===== src/rtl/core/fpe_pkg.sv =====
// Shared widths, link structs and helpers for the frustum plane extractor.
// No dependencies; imported by fpe_div, fpe_sqrt and frustum_plane_extract_top.
package fpe_pkg;

    localparam int COEF_W      = 34;  // w +/- r of two 32-bit elements, with margin
    localparam int MAG_W       = 33;  // magnitude of a coefficient
    localparam int SC_W        = 31;  // scaled normal magnitude, top bit at 30
    localparam int NORM_BITS   = 30;
    localparam int OFF_FRAC    = 16;
    localparam int OFF_W       = 48;
    localparam int NUM_W       = 80;  // dividend: |d| << (16 + 30) at most
    localparam int DEN_W       = 34;  // len << rsh
    localparam int RAD_W       = 64;
    localparam int ROOT_W      = 32;
    localparam int PLANE_COUNT = 6;

    typedef struct packed {
        logic             start;
        logic [NUM_W-1:0] num;
        logic [DEN_W-1:0] den;
    } t_div_req;

    typedef struct packed {
        logic             done;
        logic [NUM_W-1:0] quot;
    } t_div_rsp;

    typedef struct packed {
        logic             start;
        logic [RAD_W-1:0] radicand;
    } t_sqrt_req;

    typedef struct packed {
        logic              done;
        logic [ROOT_W-1:0] root;
    } t_sqrt_rsp;

    // matrix row paired with row four for each plane
    function automatic logic [1:0] row_of_plane(logic [2:0] p);
        return p[2] ? 2'd2 : (p[1] ? 2'd1 : 2'd0);
    endfunction

    // 1 where the plane is row four minus the row
    function automatic logic sub_of_plane(logic [2:0] p);
        return (p == 3'd1) || (p == 3'd2) || (p == 3'd5);
    endfunction

    function automatic logic [MAG_W-1:0] mag_of(logic signed [COEF_W-1:0] v);
        logic [COEF_W-1:0] u;
        u = v[COEF_W-1] ? COEF_W'(-v) : COEF_W'(v);
        return u[MAG_W-1:0];
    endfunction

endpackage


===== src/rtl/core/fpe_sqrt.sv =====
// Integer square root, two radicand bits per cycle.
// Depends on fpe_pkg.
module fpe_sqrt (
    input  logic               i_clk,
    input  logic               i_rst_n,
    input  fpe_pkg::t_sqrt_req i_req,
    output fpe_pkg::t_sqrt_rsp o_rsp
);
    import fpe_pkg::*;

    localparam int CNT_W = $clog2(ROOT_W);

    logic             r_busy, n_busy;
    logic             r_done, n_done;
    logic [CNT_W-1:0] r_cnt, n_cnt;
    logic [RAD_W-1:0] r_s, n_s;
    logic [RAD_W-1:0] r_res, n_res;
    logic [RAD_W-1:0] r_bit, n_bit;
    logic [RAD_W-1:0] trial;

    assign trial = r_res + r_bit;

    always_comb begin
        n_busy = r_busy;
        n_done = 1'b0;
        n_cnt  = r_cnt;
        n_s    = r_s;
        n_res  = r_res;
        n_bit  = r_bit;
        if (i_req.start) begin
            n_busy = 1'b1;
            n_cnt  = '0;
            n_s    = i_req.radicand;
            n_res  = '0;
            n_bit  = RAD_W'(1) << (RAD_W - 2);
        end else if (r_busy) begin
            if (r_s >= trial) begin
                n_s   = r_s - trial;
                n_res = (r_res >> 1) + r_bit;
            end else begin
                n_res = r_res >> 1;
            end
            n_bit = r_bit >> 2;
            n_cnt = r_cnt + 1'b1;
            if (r_cnt == CNT_W'(ROOT_W - 1)) begin
                n_busy = 1'b0;
                n_done = 1'b1;
            end
        end
    end

    always_ff @(posedge i_clk) begin
        if (!i_rst_n) begin
            r_busy <= 1'b0;
            r_done <= 1'b0;
            r_cnt  <= '0;
        end else begin
            r_busy <= n_busy;
            r_done <= n_done;
            r_cnt  <= n_cnt;
        end
        r_s   <= n_s;
        r_res <= n_res;
        r_bit <= n_bit;
    end

    assign o_rsp.done = r_done;
    assign o_rsp.root = r_res[ROOT_W-1:0];

endmodule

===== config.mk =====
export PLATFORM = sky130hd
export DESIGN_NAME = fpe_sqrt
export DESIGN_NICKNAME = d
export VERILOG_FILES = /design/src/rtl/core/fpe_pkg.sv /design/src/rtl/core/fpe_sqrt.sv
export SDC_FILE = /design/constraint.sdc
export NUM_CORES = 1
export LEC_CHECK = 0
export BUFFER_PORTS_ARGS = -buffer_cell sky130_fd_sc_hd__buf_4
export CAP_MARGIN = 20
export CORE_UTILIZATION = 60
export DETAILED_ROUTE_END_ITERATION = 7
export MAX_ROUTING_LAYER = met4
export PLACE_DENSITY_LB_ADDON = 0.08
export SETUP_SLACK_MARGIN = 0.15
export SKIP_CTS_REPAIR_TIMING = 1
export SKIP_LAST_GASP = 1
export SYNTH_ARGS = -nofsm -noshare
export SYNTH_HDL_FRONTEND = slang
export SYNTH_SLANG_ARGS = --single-unit

===== constraint.sdc =====
create_clock -name i_clk -period 11.15 [get_ports i_clk]
set_input_delay 0.5575 -clock i_clk [delete_from_list [all_inputs] [get_ports i_clk]]
set_output_delay 0.5575 -clock i_clk [all_outputs]
set_load 0.01 [all_outputs]

==> results.md <==
* Syn Area/Cell at 7.88 um^2
* RSZ-0062 raised after global routing: false
* Dominant synthesized flop cell: dfxtp_1
* CTS buffer count at 17
* Warnings from Yosys at 0
* Tcrit/Tclk final at 0.647
* Clk root buf: clkbuf_16
* Cells on Worst Hold Path at 2
* CP max FO at 64
* Largest buffer count on any clock path at 2
* Clk_lat worst skew at 0.45 ns
* Critical path class: register to register
* Net Sw Frac at 0.480
* Family with the most delay on the worst path: compound AO/OA/AOI/OAI gates
* Std cell rows at 59
* Logic pwr share at 0.577
* Filler instances at 2331
* Die Height at 165 um
* CTS clk-pin slew, worst paths at 0.08 ns
* CP Capture Point: r_s[61]$_DFFE_PP_
* TNS Setup at 0 ns
* Final Hold Viols at 0
* Fmax at 0.139 GHz
* Pre-antenna DRT Iters at 6
* Worst R2R End: r_s[61]$_DFFE_PP_
* Finish-stage setup viols at 0
* Final Core Density at 0.655
* Final global-route overflow total at 0
* Number of nets in the layout at 2207
* Crit path time final at 7.21 ns
* Slew HR at 0.373
* Wirelength per Cell at 20.5 um
* Critical-path cell list: ha_1 > a31oi_1 > a211oi_1 > a2111oi_1 > o21a_2 > o21ai_1 > a31o_2 > a211oi_2 > o21bai_1 > xnor2_1 > ha_1 > nand2_1 > o21a_1 > o31a_1 > o21ai_0 > a21oi_1 > o2111ai_4 > buf_4 > nand2_4 > o21ai_4 > buf_4
* P_int at 0.00194 W
* Fin. max-slew vios at 0
* Initial antenna violation count at 0
* Drt total wl at 48200 um
* Synth Register Bits at 167
* HP Class: primary input to register
* Ratio of cells with drive above 1 in the final layout at 0.100
* Placer Congestion at 0.952
* P_sw at 0.00179 W
* Crit path capture type: register
* Synth cell types at 94
* DRC viols at 0
* Synth async-reset ratio at 0
* Gr usage total at 0.361
* Crit path launch: r_res[2]$_SDFFE_PP0P_
* Top cell type by total area after synthesis: dfxtp_1
* Clk sinks at 167
* Status: complete, no violations
* Seq pwr share at 0.257
* Largest stage delay on the critical path at 0.68 ns
* Largest net degree at the start of global routing at 88
* Ant. Diodes at 0
* 1st-iter DRT viols at 1514
* HPWL after DPL at 35900 um
* Avg Vias per Cell at 6.60
* Vias at 15500
* R2r setup slk at 3.94 ns
* IO Pins at 100
* Initial Utilization at 0.612
* Core region area at 0.0261 mm^2
* Chip width at 165 um
* CP max stage cell: a2111oi_1
* Post-synth EDFFs at 64
* Cell Area, Synth at 0.0160 mm^2
* Crit path buf inv count at 2
* Dominant cells by area after synthesis: dfxtp_1, edfxtp_1, ha_1
* Worst r2r path cells at 21
* Clock share of power at 0.166
* CP required at 11.22 ns
* Setup crit start kind: register
* CTS H-tree depth at 4
* Fin Clk Skew at 0.0235 ns
* Sequential element share of the synthesized area at 0.250
* Syn Nets at 2225
* Max-Cap Viols at 0
* Least-Margin Pin Slew at 0.940 ns
* Vias in the first global route at 14300
* Maximum VDD drop at 0.199 mV
* Cells after Synth at 2025
* RR Startpoint: r_res[2]$_SDFFE_PP0P_
* Area delta synth->final at 7.07%
* Detail Route Antenna Nets at 0
* CP Depth at 21
* Cell area power density at 218 mW/mm^2
* Static leakage at 6.68 nW
* PortBufs at 99
* First-pass GRT wire length at 75300 um
* Total Die Area at 0.0272 mm^2
* CTS tree: built
* Top-area cell type share of the netlist area at 0.129
* Crit path DAT at 7.28 ns
-- cell usage in the layout, fill, tap and decap left out, types with 64 or more instances in the layout --
| cell type | count |
|---|---|
| nand2_1 | 225 |
| nor2_1 | 177 |
| o21ai_0 | 161 |
| ha_1 | 132 |
| a21oi_1 | 130 |
| buf_4 | 107 |
| dfxtp_1 | 102 |
| xor2_1 | 79 |
| xnor2_1 | 72 |
| edfxtp_1 | 64 |
-- layout make-up --
type / instances / area [um^2] / area share
multi-input combinational: 1662 / 11100 / 0.648
sequential: 167 / 3990 / 0.233
timing repair buffer: 109 / 827 / 0.0484
clock buffer: 17 / 425 / 0.0249
tap: 335 / 419 / 0.0245
inverter: 50 / 188 / 0.0110
clock inverter: 15 / 168 / 0.00982
-- power by group through the flow --
stage | logic [W] | clock network (W) | registers, W
after floorplan | 0.00166 | 0 | 0.000899
after global placement | 0.00208 | 0 | 0.000962
after detailed placement | 0.00210 | 0 | 0.000962
after CTS | 0.00211 | 0.000626 | 0.000955
after global routing | 0.00234 | 0.000648 | 0.000972
final | 0.00215 | 0.000617 | 0.000959
-- through the flow --
| stage | instances | power, W | instance area [um^2] | hold WS (ns) | setup slack (ns) |
|---|---|---|---|---|---|
| finish | 2355 | 0.00373 | 17100 | 0.334 | 3.94 |
| CTS | 2354 | 0.00369 | 17100 | 0.323 | 3.86 |
| detailed placement | 2322 | 0.00306 | 16500 | 0.513 | 3.86 |
| global route | 2355 | 0.00396 | 17100 | 0.332 | 3.57 |
| global placement | 2322 | 0.00304 | 16500 | 0.483 | 4.04 |
| floorplan | 2025 | 0.00256 | 16000 | 0.467 | 1.45 |
-- synth_stat cells (5+ instances only) --
master	count
a21o_1	40
nor3_1	31
and3_1	33
or2_2	8
a31oi_1	56
nor2b_1	14
nand2b_1	16
o21bai_1	20
o21a_1	13
xnor2_1	72
mux2i_1	46
o31ai_1	15
a311oi_1	21
nand3_1	49
nand4_1	48
a221oi_1	14
a31o_2	16
ha_1	132
or3_1	21
a21oi_1	130
edfxtp_1	64
o21ai_0	162
and2_1	20
dfxtp_1	103
xor2_1	79
nor2_1	177
buf_4	38
o21ai_1	9
mux2_2	6
inv_1	50
nor3_2	7
nor3b_1	5
a211o_1	5
buf_2	16
o211ai_1	24
a211oi_1	44
o2111ai_1	10
nand2_1	225
o31a_1	5
a21boi_0	9
clkbuf_1	83
buf_1	6
-- routing by layer --
layer	GRT usage	share of wire	wire (um)
met1	0.466	0.44	21000
met2	0.576	0.46	22200
met3	0.0465	0.073	3540
met4	0.133	0.032	1520
met5	-	0	0
-- worst reg2reg max path, delay by kind of cell, from the launching register on --
| family | cells | cell delay (ns) |
|---|---|---|
| xor+xnor | 1 | 0.16 |
| simple gates | 2 | 0.50 |
| flops | 1 | 0.47 |
| fa+ha+maj | 2 | 0.80 |
| buf+inv | 2 | 1.05 |
| compound gates | 14 | 3.74 |
-- state kept, by name, indices dropped and copies added (netlist names) --
signal / flops
r_bit: 32
r_busy: 1
r_cnt: 5
r_done: 1
r_res: 64
r_s: 64
-- worst min-delay path by stage --
stage	startpoint	to	slack, ns
2_1_floorplan	r_cnt[4]$_SDFFE_PP0P_	r_cnt[4]$_SDFFE_PP0P_	0.47
3_3_place_gp	r_cnt[4]$_SDFFE_PP0P_	r_cnt[4]$_SDFFE_PP0P_	0.48
3_5_place_dp	r_res[0]$_SDFFE_PP0P_	r_res[0]$_SDFFE_PP0P_	0.51
4_1_cts	i_rst_n	r_busy$_SDFF_PN0_	0.32
5_1_grt	i_rst_n	r_busy$_SDFF_PN0_	0.33
6_report	i_rst_n	r_busy$_SDFF_PN0_	0.33
-- cell families (layout without fill, tap and decap cells) --
kind of cell             Yosys count  after routing  share of synthesized area
buffers and inverters            196            191                     0.0573
flip-flops                       167            167                      0.250
adder cells (fa/ha/maj)          133            133                      0.105
multiplexers                      52             52                     0.0331
AND/OR/NAND/NOR                  681            681                      0.203
XOR/XNOR                         151            151                     0.0829
AO/OA/AOI/OAI                    645            645                      0.269
Power figures use the tool's default switching activity.
