### config.mk
export PLATFORM = sky130hd
export DESIGN_NAME = fpe_div
export DESIGN_NICKNAME = d
export VERILOG_FILES = /design/src/rtl/core/fpe_pkg.sv /design/src/rtl/core/fpe_div.sv
export SDC_FILE = /design/constraint.sdc
export NUM_CORES = 1
export LEC_CHECK = 0
export BUFFER_PORTS_ARGS = -buffer_cell sky130_fd_sc_hd__buf_2
export CAP_MARGIN = 20
export CORE_ASPECT_RATIO = 1.1
export CORE_MARGIN = 10
export CORE_UTILIZATION = 54
export CTS_CLUSTER_DIAMETER = 80
export DETAILED_ROUTE_END_ITERATION = 6
export PLACE_DENSITY = 0.82
export SLEW_MARGIN = 25
export SYNTH_ARGS = -nofsm -noshare
export SYNTH_HDL_FRONTEND = slang
export SYNTH_SLANG_ARGS = --single-unit
export TNS_END_PERCENT = 1
### constraint.sdc
create_clock -name i_clk -period 3.8 [get_ports i_clk]
set_input_delay 0.57 -clock i_clk [delete_from_list [all_inputs] [get_ports i_clk]]
set_output_delay 0.57 -clock i_clk [all_outputs]
set_load 0.005 [all_outputs]
### src/rtl/core/fpe_pkg.sv
// Shared widths, link structs and helpers for the frustum plane extractor.
// No dependencies; imported by fpe_div, fpe_sqrt and frustum_plane_extract_top.
package fpe_pkg;

    localparam int COEF_W      = 34;  // w +/- r of two 32-bit elements, with margin
    localparam int MAG_W       = 33;  // magnitude of a coefficient
    localparam int SC_W        = 31;  // scaled normal magnitude, top bit at 30
    localparam int NORM_BITS   = 30;
    localparam int OFF_FRAC    = 16;
    localparam int OFF_W       = 48;
    localparam int NUM_W       = 80;  // dividend: |d| << (16 + 30) at most
    localparam int DEN_W       = 34;  // len << rsh
    localparam int RAD_W       = 64;
    localparam int ROOT_W      = 32;
    localparam int PLANE_COUNT = 6;

    typedef struct packed {
        logic             start;
        logic [NUM_W-1:0] num;
        logic [DEN_W-1:0] den;
    } t_div_req;

    typedef struct packed {
        logic             done;
        logic [NUM_W-1:0] quot;
    } t_div_rsp;

    typedef struct packed {
        logic             start;
        logic [RAD_W-1:0] radicand;
    } t_sqrt_req;

    typedef struct packed {
        logic              done;
        logic [ROOT_W-1:0] root;
    } t_sqrt_rsp;

    // matrix row paired with row four for each plane
    function automatic logic [1:0] row_of_plane(logic [2:0] p);
        return p[2] ? 2'd2 : (p[1] ? 2'd1 : 2'd0);
    endfunction

    // 1 where the plane is row four minus the row
    function automatic logic sub_of_plane(logic [2:0] p);
        return (p == 3'd1) || (p == 3'd2) || (p == 3'd5);
    endfunction

    function automatic logic [MAG_W-1:0] mag_of(logic signed [COEF_W-1:0] v);
        logic [COEF_W-1:0] u;
        u = v[COEF_W-1] ? COEF_W'(-v) : COEF_W'(v);
        return u[MAG_W-1:0];
    endfunction

endpackage

### src/rtl/core/fpe_div.sv
// Restoring divider, one quotient bit per cycle.
// Depends on fpe_pkg.
module fpe_div (
    input  logic              i_clk,
    input  logic              i_rst_n,
    input  fpe_pkg::t_div_req i_req,
    output fpe_pkg::t_div_rsp o_rsp
);
    import fpe_pkg::*;

    localparam int CNT_W = $clog2(NUM_W);

    logic             r_busy, n_busy;
    logic             r_done, n_done;
    logic [CNT_W-1:0] r_cnt, n_cnt;
    logic [NUM_W-1:0] r_num, n_num;
    logic [DEN_W-1:0] r_rem, n_rem;
    logic [DEN_W-1:0] r_den, n_den;
    logic [DEN_W:0]   trial;

    assign trial = {r_rem, r_num[NUM_W-1]};

    always_comb begin
        n_busy = r_busy;
        n_done = 1'b0;
        n_cnt  = r_cnt;
        n_num  = r_num;
        n_rem  = r_rem;
        n_den  = r_den;
        if (i_req.start) begin
            n_busy = 1'b1;
            n_cnt  = '0;
            n_num  = i_req.num;
            n_rem  = '0;
            n_den  = i_req.den;
        end else if (r_busy) begin
            if (trial >= {1'b0, r_den}) begin
                n_rem = DEN_W'(trial - {1'b0, r_den});
                n_num = {r_num[NUM_W-2:0], 1'b1};
            end else begin
                n_rem = trial[DEN_W-1:0];
                n_num = {r_num[NUM_W-2:0], 1'b0};
            end
            n_cnt = r_cnt + 1'b1;
            if (r_cnt == CNT_W'(NUM_W - 1)) begin
                n_busy = 1'b0;
                n_done = 1'b1;
            end
        end
    end

    always_ff @(posedge i_clk) begin
        if (!i_rst_n) begin
            r_busy <= 1'b0;
            r_done <= 1'b0;
            r_cnt  <= '0;
        end else begin
            r_busy <= n_busy;
            r_done <= n_done;
            r_cnt  <= n_cnt;
        end
        r_num <= n_num;
        r_rem <= n_rem;
        r_den <= n_den;
    end

    assign o_rsp.done = r_done;
    assign o_rsp.quot = r_num;

endmodule

==> results of run 1 <==
registers in the layout, summed over array words and instances, names as in the netlist:
signal and cells:
r_den 34, r_done 1, r_rem 34, r_busy 1
r_cnt 7, r_num 80
per-stage QoR:
step                      utilization  total power, mW  hold WS, ps  instance area, um2  instances
final                           0.662             4.76          314                9890       1109
after global routing            0.662             5.00          298                9890       1108
after CTS                       0.662             4.79          303                9890       1108
after detailed placement        0.625             3.14          484                9330       1077
after global placement          0.625             3.12          472                9330       1077
after floorplan                     -             2.82          458                8180        714
power by group through the flow:
stage / Sequential, mW / Combinational, mW / Clock [mW]
after floorplan: 2.14 / 0.680 / 0
after global placement: 2.15 / 0.966 / 0
after detailed placement: 2.16 / 0.986 / 0
after CTS: 2.13 / 0.995 / 1.66
after global routing: 2.14 / 1.11 / 1.75
final: 2.13 / 0.994 / 1.64
routing by layer:
layer	track usage	up-vias	share of wire
li1	-	3014	-
met1	0.219	2894	0.39
met2	0.344	192	0.50
met3	0.103	32	0.10
met4	0.0686	2	0.018
met5	0	-	0.00034
path summary, 6_finish.rpt:
path,start,endpoint,cells after the start,slack [ps]
worst max-delay path,r_num[79],r_rem[30],13,460
worst min-delay path,i_req[7],r_den[7],1,310
worst max register to register,r_num[79],r_rem[30],13,460
worst min register to register,r_cnt[6],r_cnt[6],2,490
layout make-up:
cell class	count	share of cell area
Antenna cell	1	0.000253
Timing Repair Buffer	202	0.108
Inverter	40	0.0152
Multi-Input combinational cell	482	0.362
Clock buffer	17	0.0430
Sequential cell	157	0.433
Tap cell	196	0.0248
Clock inverter	14	0.0135
logic make-up (layout without fill, tap and decap cells):
family,count (synthesis),after routing,share of synthesized area
compound gates,155,155,0.126
xor+xnor,31,31,0.0332
fa+ha+maj,36,36,0.0560
buf+inv,75,273,0.0390
flops,157,157,0.524
mux,94,94,0.128
other cells,0,1,0
simple gates,166,166,0.0944
cells in the final DEF, fill, tap and decap left out, types with 3 or more instances in the layout:
master / netlist / routed
xor2_1: 13 / 13
mux2_2: 81 / 81
o21ai_0: 20 / 20
inv_6: 0 / 4
o21a_1: 3 / 3
o21bai_1: 4 / 4
buf_2: 7 / 196
a311oi_1: 6 / 6
a211oi_1: 23 / 23
inv_1: 40 / 40
xnor2_1: 18 / 18
nor2_1: 68 / 68
or3_1: 5 / 5
a21oi_1: 49 / 48
buf_12: 0 / 3
nand4_1: 7 / 7
o211ai_1: 5 / 5
mux2i_1: 12 / 12
ha_1: 35 / 35
and3_1: 7 / 7
nand3_1: 11 / 11
clkbuf_16: 0 / 17
clkinvlp_4: 0 / 4
nor3_1: 10 / 10
nand2b_1: 7 / 7
a21o_1: 14 / 14
a31oi_1: 6 / 6
dfxtp_1: 43 / 42
nand2_1: 33 / 33
edfxtp_1: 114 / 114
nor2b_1: 7 / 7
worst reg2reg max path, cell delays in order, from the launching register on:
cell and delay (ps):
edfxtp_1 410, inv_1 80, ha_1 160, inv_1 60, fa_1 400, a21o_1 210
a221o_1 410, nand4_1 140, nor3b_2 230, o21ai_1 150, o31ai_1 410, mux2i_1 240
o21ai_1 90, a311oi_1 250
==> results.py, run 1 <==
metrics = {
    "outcome": {
        "status": "completed",
    },
    "die": {
        "start_util": 0.548,
        "num_io_pins": 198,
        "dieArea_um2": 20500,
        "die_w_um": 137,
        "die_y_um": 149,
        "coreArea_um2": 14900,
        "num_rows": 47,
    },
    "clock_tree": {
        "post_cts_buffers": 0,
        "cts.htree.levels": 4,
        "clockBufferDepth": 2,
        "path_clk_slew_ps": 70,
        "cts_hold_buf": 0,
        "clk_latency_ps": 430,
        "clock_tree.root_cell": "clkbuf_16",
        "cts_sinks": 157,
        "cts_resized": 0,
        "cts_tree": "built",
        "cts_made_buffers": 17,
    },
    "logic_synthesis": {
        "synthesis.area_um2": 8180,
        "synth_edf_count": 114,
        "syn_nets": 867,
        "synth_warnings": 0,
        "synth_commonest_cells": "edfxtp_1, mux2_2, nor2_1",
        "ys_types": 64,
        "synth_top_area_cell": "edfxtp_1",
        "synthTopCellsByArea": "edfxtp_1, mux2_2, dfxtp_1, ha_1, nor2_1",
        "async_reset_ff_frac": 0,
        "postSynthRegisterBits": 157,
        "synth_most_common_cell": "edfxtp_1",
        "synth-main-ff-cell": "edfxtp_1",
        "syn_inst": 714,
        "seq_area_frac_synth": 0.524,
        "avgSynthCellArea_um2": 11.5,
        "yosys.area.top_type_share": 0.419,
    },
    "pwr": {
        "p_per_area_nw_per_um2": 481,
        "ir_drop_mv": 0.347,
        "combPwrFrac": 0.209,
        "p_int_mw": 3.39,
        "p_clk_frac": 0.345,
        "swShare": 0.287,
        "switchingPower_mw": 1.37,
        "leakage_nw": 4.18,
        "seqPwrFrac": 0.446,
    },
    "critical_path": {
        "path_class": "register to register",
        "arrival_ps": 3680,
        "crit_path_max_fanout": 6,
        "cpMaxStageDelayCell": "edfxtp_1",
        "critical_path.top_delay_family": "compound AO/OA/AOI/OAI gates",
        "path_cells": "inv_1 > ha_1 > inv_1 > fa_1 > a21o_1 > a221o_1 > nand4_1 > nor3b_2 > o21ai_1 > o31ai_1 > mux2i_1 > o21ai_1 > a311oi_1",
        "start_kind": "register",
        "worstPathRequired_ps": 4140,
        "worst-path-buf-inv": 2,
        "max_stage_delay_ps": 410,
        "cp-end-kind": "register",
    },
    "route": {
        "ant_nets": 0,
        "num_vias": 6134,
        "dr.first_iter.drc_count": 402,
        "drt-pass1-iter-count": 4,
        "post_drt_wl_per_cell_um": 18.7,
        "vias_per_cell": 5.53,
        "wl_mm": 20.8,
        "drc": 0,
    },
    "sta": {
        "min_period_ps": 3340,
        "slew_headroom": 0.428,
        "final_max_slew_viol_count": 0,
        "worstMarginPinSlew_ps": 858,
        "setup_viol": 0,
        "grt_setup_unrepaired": "no",
        "max_freq_mhz": 300,
        "fin_ws_ps": 464,
        "hold_violations": 0,
        "clock_skew_ps": 10.8,
        "period_share": 0.878,
        "tns_ps": 0,
    },
    "global_routing": {
        "grt_pass1_vias": 6328,
        "grt_max_degree": 85,
        "grt_util_all_layers": 0.205,
        "grt_overflow": 0,
        "grt_pass1_wl_mm": 32.9,
        "antenna_found_initial": 2,
    },
    "placement": {
        "io_buffers": 197,
        "gp_congestion": 0.884,
        "place_hpwl_mm": 15.4,
        "dp_slack_ps": 515,
    },
    "finish": {
        "seq_area_um2": 4290,
        "num-fill-cells": 1170,
        "nets": 1053,
        "multi_input_area_um2": 3580,
        "area_growth_pct": 20.9,
        "drive_gt1_frac": 0.355,
    },
    "worst_hold_path": {
        "hold_class": "input pin to register",
    },
    "flow_run": {
        "max-cap-violations": 0,
    },
}
Note: power is estimated with default switching activity, not from simulation.
==> run 2, diff against run 1 <==
==> constraint.sdc (replaced) <==
create_clock -name i_clk -period 3.8 [get_ports i_clk]
set_input_delay 0.38 -clock i_clk [delete_from_list [all_inputs] [get_ports i_clk]]
set_output_delay 0.38 -clock i_clk [all_outputs]
set_load 0.005 [all_outputs]
==> run 2 against run 1 <==
Net effect:
- critical path depth did not move
- sequential share of layout area is essentially flat
- via count up 0.75%
- clock skew increased by 3.9 ps
==> results.py, run 2 (synthesis results as in run 1) <==
metrics = {
    "outcome": {
        "status": "completed",
    },
    "pwr": {
        "seqPwrFrac": 0.440,
        "report.power.total_mw": 4.81,
        "p_int_mw": 3.41,
        "combPwrFrac": 0.208,
        "swShare": 0.291,
        "switchingPower_mw": 1.40,
        "leakage_nw": 4.18,
        "ir_drop_mv": 0.325,
        "p_clk_frac": 0.352,
        "p_per_area_nw_per_um2": 486,
    },
    "critical_path": {
        "rr_startpoint": "r_num[79]",
        "path_class": "register to register",
        "worst-path-buf-inv": 2,
        "crit_path_max_fanout": 6,
        "critical_path.top_delay_family": "compound AO/OA/AOI/OAI gates",
        "cp-end-kind": "register",
        "worstPathRequired_ps": 4160,
        "cpMaxStageDelayCell": "a221o_1",
        "max_stage_delay_ps": 420,
        "startpoint": "r_num[79]",
        "timing.rr.end": "r_rem[30]",
        "arrival_ps": 3680,
        "rr_worst_depth": 13,
        "path_cells": "inv_1 > ha_1 > inv_1 > fa_1 > a21o_1 > a221o_1 > nand4_1 > nor3b_2 > o21ai_1 > o31ai_1 > mux2i_1 > o21ai_1 > a311oi_1",
        "start_kind": "register",
        "r2r_slack_ps": 470,
    },
    "global_routing": {
        "grt_pass1_vias": 6316,
        "grt_util_all_layers": 0.206,
        "grt_max_degree": 91,
        "antenna_found_initial": 4,
        "grt_pass1_wl_mm": 33.0,
        "grt_overflow": 0,
    },
    "placement": {
        "place_hpwl_mm": 15.3,
        "dp_slack_ps": 534,
        "io_buffers": 197,
        "gp_congestion": 0.882,
    },
    "finish": {
        "layout_commonest_cell": "buf_2",
        "post-route-util": 0.663,
        "drive_gt1_frac": 0.355,
        "regMostFlops": "r_num",
        "reg_top3": "r_num x80, r_den x34, r_rem x34",
        "largest_register_ffs": 80,
        "final_cell_mix": "buf_2, edfxtp_1, mux2_2",
        "area_growth_pct": 21.0,
        "nets": 1053,
    },
    "clock_tree": {
        "cts_sinks": 157,
        "cts_hold_buf": 0,
        "cts_made_buffers": 17,
        "clock_tree.root_cell": "clkbuf_16",
        "clk_latency_ps": 440,
        "cts_resized": 0,
        "clockBufferDepth": 2,
        "path_clk_slew_ps": 70,
        "cts_tree": "built",
        "post_cts_buffers": 0,
        "cts.htree.levels": 4,
    },
    "sta": {
        "grt_setup_unrepaired": "no",
        "tns_ps": 0,
        "final_max_slew_viol_count": 0,
        "hold_violations": 0,
        "fin_ws_ps": 471,
        "period_share": 0.876,
        "clock_skew_ps": 14.6,
        "setup_viol": 0,
        "slew_headroom": 0.473,
        "max_freq_mhz": 300,
        "worstMarginPinSlew_ps": 791,
        "min_period_ps": 3330,
    },
    "route": {
        "drt-pass1-iter-count": 5,
        "vias_per_cell": 5.56,
        "ant_nets": 0,
        "post_drt_wl_per_cell_um": 18.7,
        "num_vias": 6180,
        "wl_mm": 20.8,
        "dr.first_iter.drc_count": 372,
        "drc": 0,
    },
    "worst_hold_path": {
        "hp-start": "i_req[1]",
        "hold_class": "input pin to register",
        "holdPathStages": 1,
        "hold_end": "r_den[1]",
    },
    "die": {
        "die_w_um": 137,
        "start_util": 0.548,
        "num_rows": 47,
        "dieArea_um2": 20500,
        "num_io_pins": 198,
        "die_y_um": 149,
        "coreArea_um2": 14900,
    },
    "flow_run": {
        "max-cap-violations": 0,
    },
}
-- run 2: cell types whose count changed in the layout (fill, tap and decap cells not counted), sizes merged --
cell | previous run | this run
clkbuf | 17 | 18
clkinv | 4 | 1
diode | 1 | 2
inv | 45 | 48
-- run 2: metal layers --
metal,track usage,vias to the layer above,wire [um]
met2,0.348,206,10500
met1,0.223,2918,7810
met3,0.0937,25,2100
met5,0,-,21
met4,0.0696,4,318
li1,-,3027,-
-- run 2: how the worst max path moves through the flow --
stage | endpoint | slack, ps | cells past startpoint
finish | r_rem[30] | 470 | 13
global route | r_rem[30] | 260 | 13
CTS | r_rem[30] | 520 | 13
detailed placement | r_rem[30] | 530 | 13
global placement | r_rem[30] | 610 | 13
floorplan | r_rem[30] | 820 | 13
-- run 2: worst register-to-register path: cells and delay by family (launching register included) --
kind,cells,cell delay [ps]
buffers and inverters,2,150
muxes,1,240
DFF,1,410
AOI/OAI and AO/OA,6,1550
and+or+nand+nor,2,340
adders and majority gates,2,570
-- run 2: through the flow --
stage	area (um2)	instances	hold slack (ps)
floorplan	8180	714	458
global placement	9320	1077	469
detailed placement	9320	1077	489
CTS	9900	1109	103
global route	9900	1110	105
finish	9900	1111	116
-- run 2: cell type report --
type / instances / area [um2]
fillers: 1180 / 5040
clock inverters: 14 / 149
multi-input cells: 482 / 3580
diodes: 2 / 5.00
clock buffers: 18 / 429
flip-flops and latches: 157 / 4290
inverters: 40 / 150
repair buffers: 202 / 1050
well taps: 196 / 245
-- run 2: power by group through the flow --
stage / logic, mW / registers [mW] / clock network (mW)
2_1_floorplan: 0.680 / 2.14 / 0
3_3_place_gp: 0.972 / 2.14 / 0
3_5_place_dp: 0.995 / 2.15 / 0
4_1_cts: 1.00 / 2.12 / 1.72
5_1_grt: 1.11 / 2.14 / 1.79
6_report: 0.999 / 2.11 / 1.69
==> run 3, diff against run 2 <==
Settings changed: GPL_TIMING_DRIVEN from default to 0.
==> run 3 against run 2 <==
Net effect:
- die area is the same
- via count up 4.4%
- fmax down 4.5%
- non-clock buffer count grew 31
- critical path depth did not move
- clock skew shrank 5.0 ps
- register-to-register slack worse by 160 ps
- sequential cell count unchanged
- first-iteration DRC count decreased by 5.6%
- power up 4.1%
- critical path type unchanged
==> results.py, run 3 (synthesis results as in run 1) <==
metrics = {
    "route": {
        "met3_length_mm": 2.22,
        "dr.first_iter.drc_count": 351,
        "vias_per_cell": 5.66,
        "met1_length_mm": 8.32,
        "ant_nets": 0,
        "met2WireLength_mm": 11.3,
        "drc": 0,
        "highest_layer": "met5",
        "drt-pass1-iter-count": 5,
        "num_vias": 6455,
        "post_drt_wl_per_cell_um": 19.6,
        "wl_mm": 22.3,
    },
    "die": {
        "num_io_pins": 198,
        "coreArea_um2": 14900,
        "die_w_um": 137,
        "die_y_um": 149,
        "num_rows": 47,
        "dieArea_um2": 20500,
        "start_util": 0.548,
    },
    "clock_tree": {
        "clk_latency_ps": 430,
        "post_cts_buffers": 0,
        "clock_tree.root_cell": "clkbuf_16",
        "cts_resized": 0,
        "cts_hold_buf": 0,
        "cts_made_buffers": 17,
        "cts.htree.levels": 4,
        "clockBufferDepth": 2,
        "cts_sinks": 157,
        "cts_tree": "built",
        "path_clk_slew_ps": 60,
    },
    "placement": {
        "dp_slack_ps": -67.0,
        "placed_area_um2": 9430,
        "place_hpwl_mm": 16.8,
        "gp_congestion": 0.909,
        "io_buffers": 197,
    },
    "finish": {
        "regMostFlops": "r_num",
        "final_cell_mix": "buf_2, edfxtp_1, mux2_2",
        "post-route-util": 0.674,
        "fin_area_um2": 10100,
        "reg_top3": "r_num x80, r_den x34, r_rem x34",
        "drive_gt1_frac": 0.351,
        "area_growth_pct": 23.1,
        "layout_commonest_cell": "buf_2",
        "largest_register_ffs": 80,
        "nets": 1084,
        "num-fill-cells": 1176,
    },
    "worst_hold_path": {
        "hold_class": "input pin to register",
    },
    "global_routing": {
        "grt_util_all_layers": 0.223,
        "antenna_found_initial": 2,
        "grt_max_degree": 44,
        "grt_overflow": 0,
        "grt_pass1_vias": 6730,
        "grt_pass1_wl_mm": 35.5,
    },
    "pwr": {
        "p_per_area_nw_per_um2": 497,
        "leakage_nw": 4.27,
        "seqPwrFrac": 0.424,
        "combPwrFrac": 0.207,
        "swShare": 0.279,
        "p_int_mw": 3.61,
        "p_clk_frac": 0.369,
        "ir_drop_mv": 0.333,
        "switchingPower_mw": 1.39,
    },
    "sta": {
        "final_max_slew_viol_count": 0,
        "worstMarginPinSlew_ps": 837,
        "hold_violations": 0,
        "min_period_ps": 3490,
        "slew_headroom": 0.442,
        "max_freq_mhz": 287,
        "whs_ps": 127,
        "grt_setup_unrepaired": "no",
        "clock_skew_ps": 9.69,
        "setup_viol": 0,
        "period_share": 0.918,
        "fin_ws_ps": 313,
    },
    "flow_run": {
        "max-cap-violations": 0,
    },
    "critical_path": {
        "arrival_ps": 3820,
        "path_cells": "inv_1 > ha_1 > inv_1 > fa_1 > a21o_1 > a221o_1 > nand4_1 > nor3b_2 > o21ai_1 > o31ai_1 > mux2i_1 > o21ai_1 > a311oi_1",
        "worst-path-buf-inv": 2,
        "critical_path.top_delay_family": "compound AO/OA/AOI/OAI gates",
        "cp-end-kind": "register",
        "path_class": "register to register",
        "start_kind": "register",
        "crit_path_max_fanout": 6,
        "worstPathRequired_ps": 4130,
        "max_stage_delay_ps": 430,
        "cpMaxStageDelayCell": "a221o_1",
    },
    "outcome": {
        "status": "completed",
    },
}
[run 3: cell types whose count changed in the layout (fill, tap and decap cells not counted), moves of 2 or more]
cell / change
bufinv_16: +3
clkbuf_2: +2
clkbuf_1: +20
clkinvlp_4: -2
inv_8: -2
buf_2: +8
[run 3: layout make-up]
| cell class | instances | area (um2) | area share |
|---|---|---|---|
| diodes | 1 | 2.50 | 0.000249 |
| repair buffers | 198 | 1010 | 0.0999 |
| well taps | 196 | 245 | 0.0244 |
| inverters | 40 | 150 | 0.0149 |
| clock inverters | 14 | 206 | 0.0205 |
| plain buffers | 35 | 169 | 0.0168 |
| clock buffers | 17 | 425 | 0.0423 |
| multi-input cells | 482 | 3580 | 0.355 |
| flip-flops and latches | 157 | 4280 | 0.426 |
[run 3: worst reg2reg max path: stages, from the launching register on]
cell	delay [ps]
edfxtp_1	410
inv_1	80
ha_1	160
inv_1	50
fa_1	410
a21o_1	220
a221o_1	430
nand4_1	130
nor3b_2	290
o21ai_1	190
o31ai_1	410
mux2i_1	240
o21ai_1	100
a311oi_1	270
[run 3: final timing paths]
path / startpoint / endpoint / slack (ps) / cells past startpoint
worst max register to register: r_num[79] / r_rem[30] / 310 / 13
worst max-delay path: r_num[79] / r_rem[30] / 310 / 13
worst min-delay path: i_req[31] / r_den[31] / 130 / 1
worst min register to register: r_cnt[6] / r_cnt[6] / 490 / 2
[run 3: per-layer routing]
layer,vias up,global-route usage
met1,3074,0.242
met3,40,0.0910
met4,4,0.0796
met2,251,0.382
met5,-,0
li1,3086,-
[run 3: power groups by stage]
stage / combinational, mW / sequential (mW) / clock (mW)
after detailed placement: 1.03 / 2.15 / 0
after CTS: 1.04 / 2.12 / 1.88
after global placement: 1.00 / 2.15 / 0
after global routing: 1.15 / 2.14 / 1.93
after floorplan: 0.680 / 2.14 / 0
final: 1.04 / 2.12 / 1.84
[run 3: metrics by stage]
stage                     power, mW  TNS [ps]  std cells
after global placement         3.15    -57560       1107
after CTS                      5.03         0       1139
final                          5.00         0       1140
after floorplan                2.82         0        714
after detailed placement       3.18     -2760       1108
after global routing           5.22         0       1139
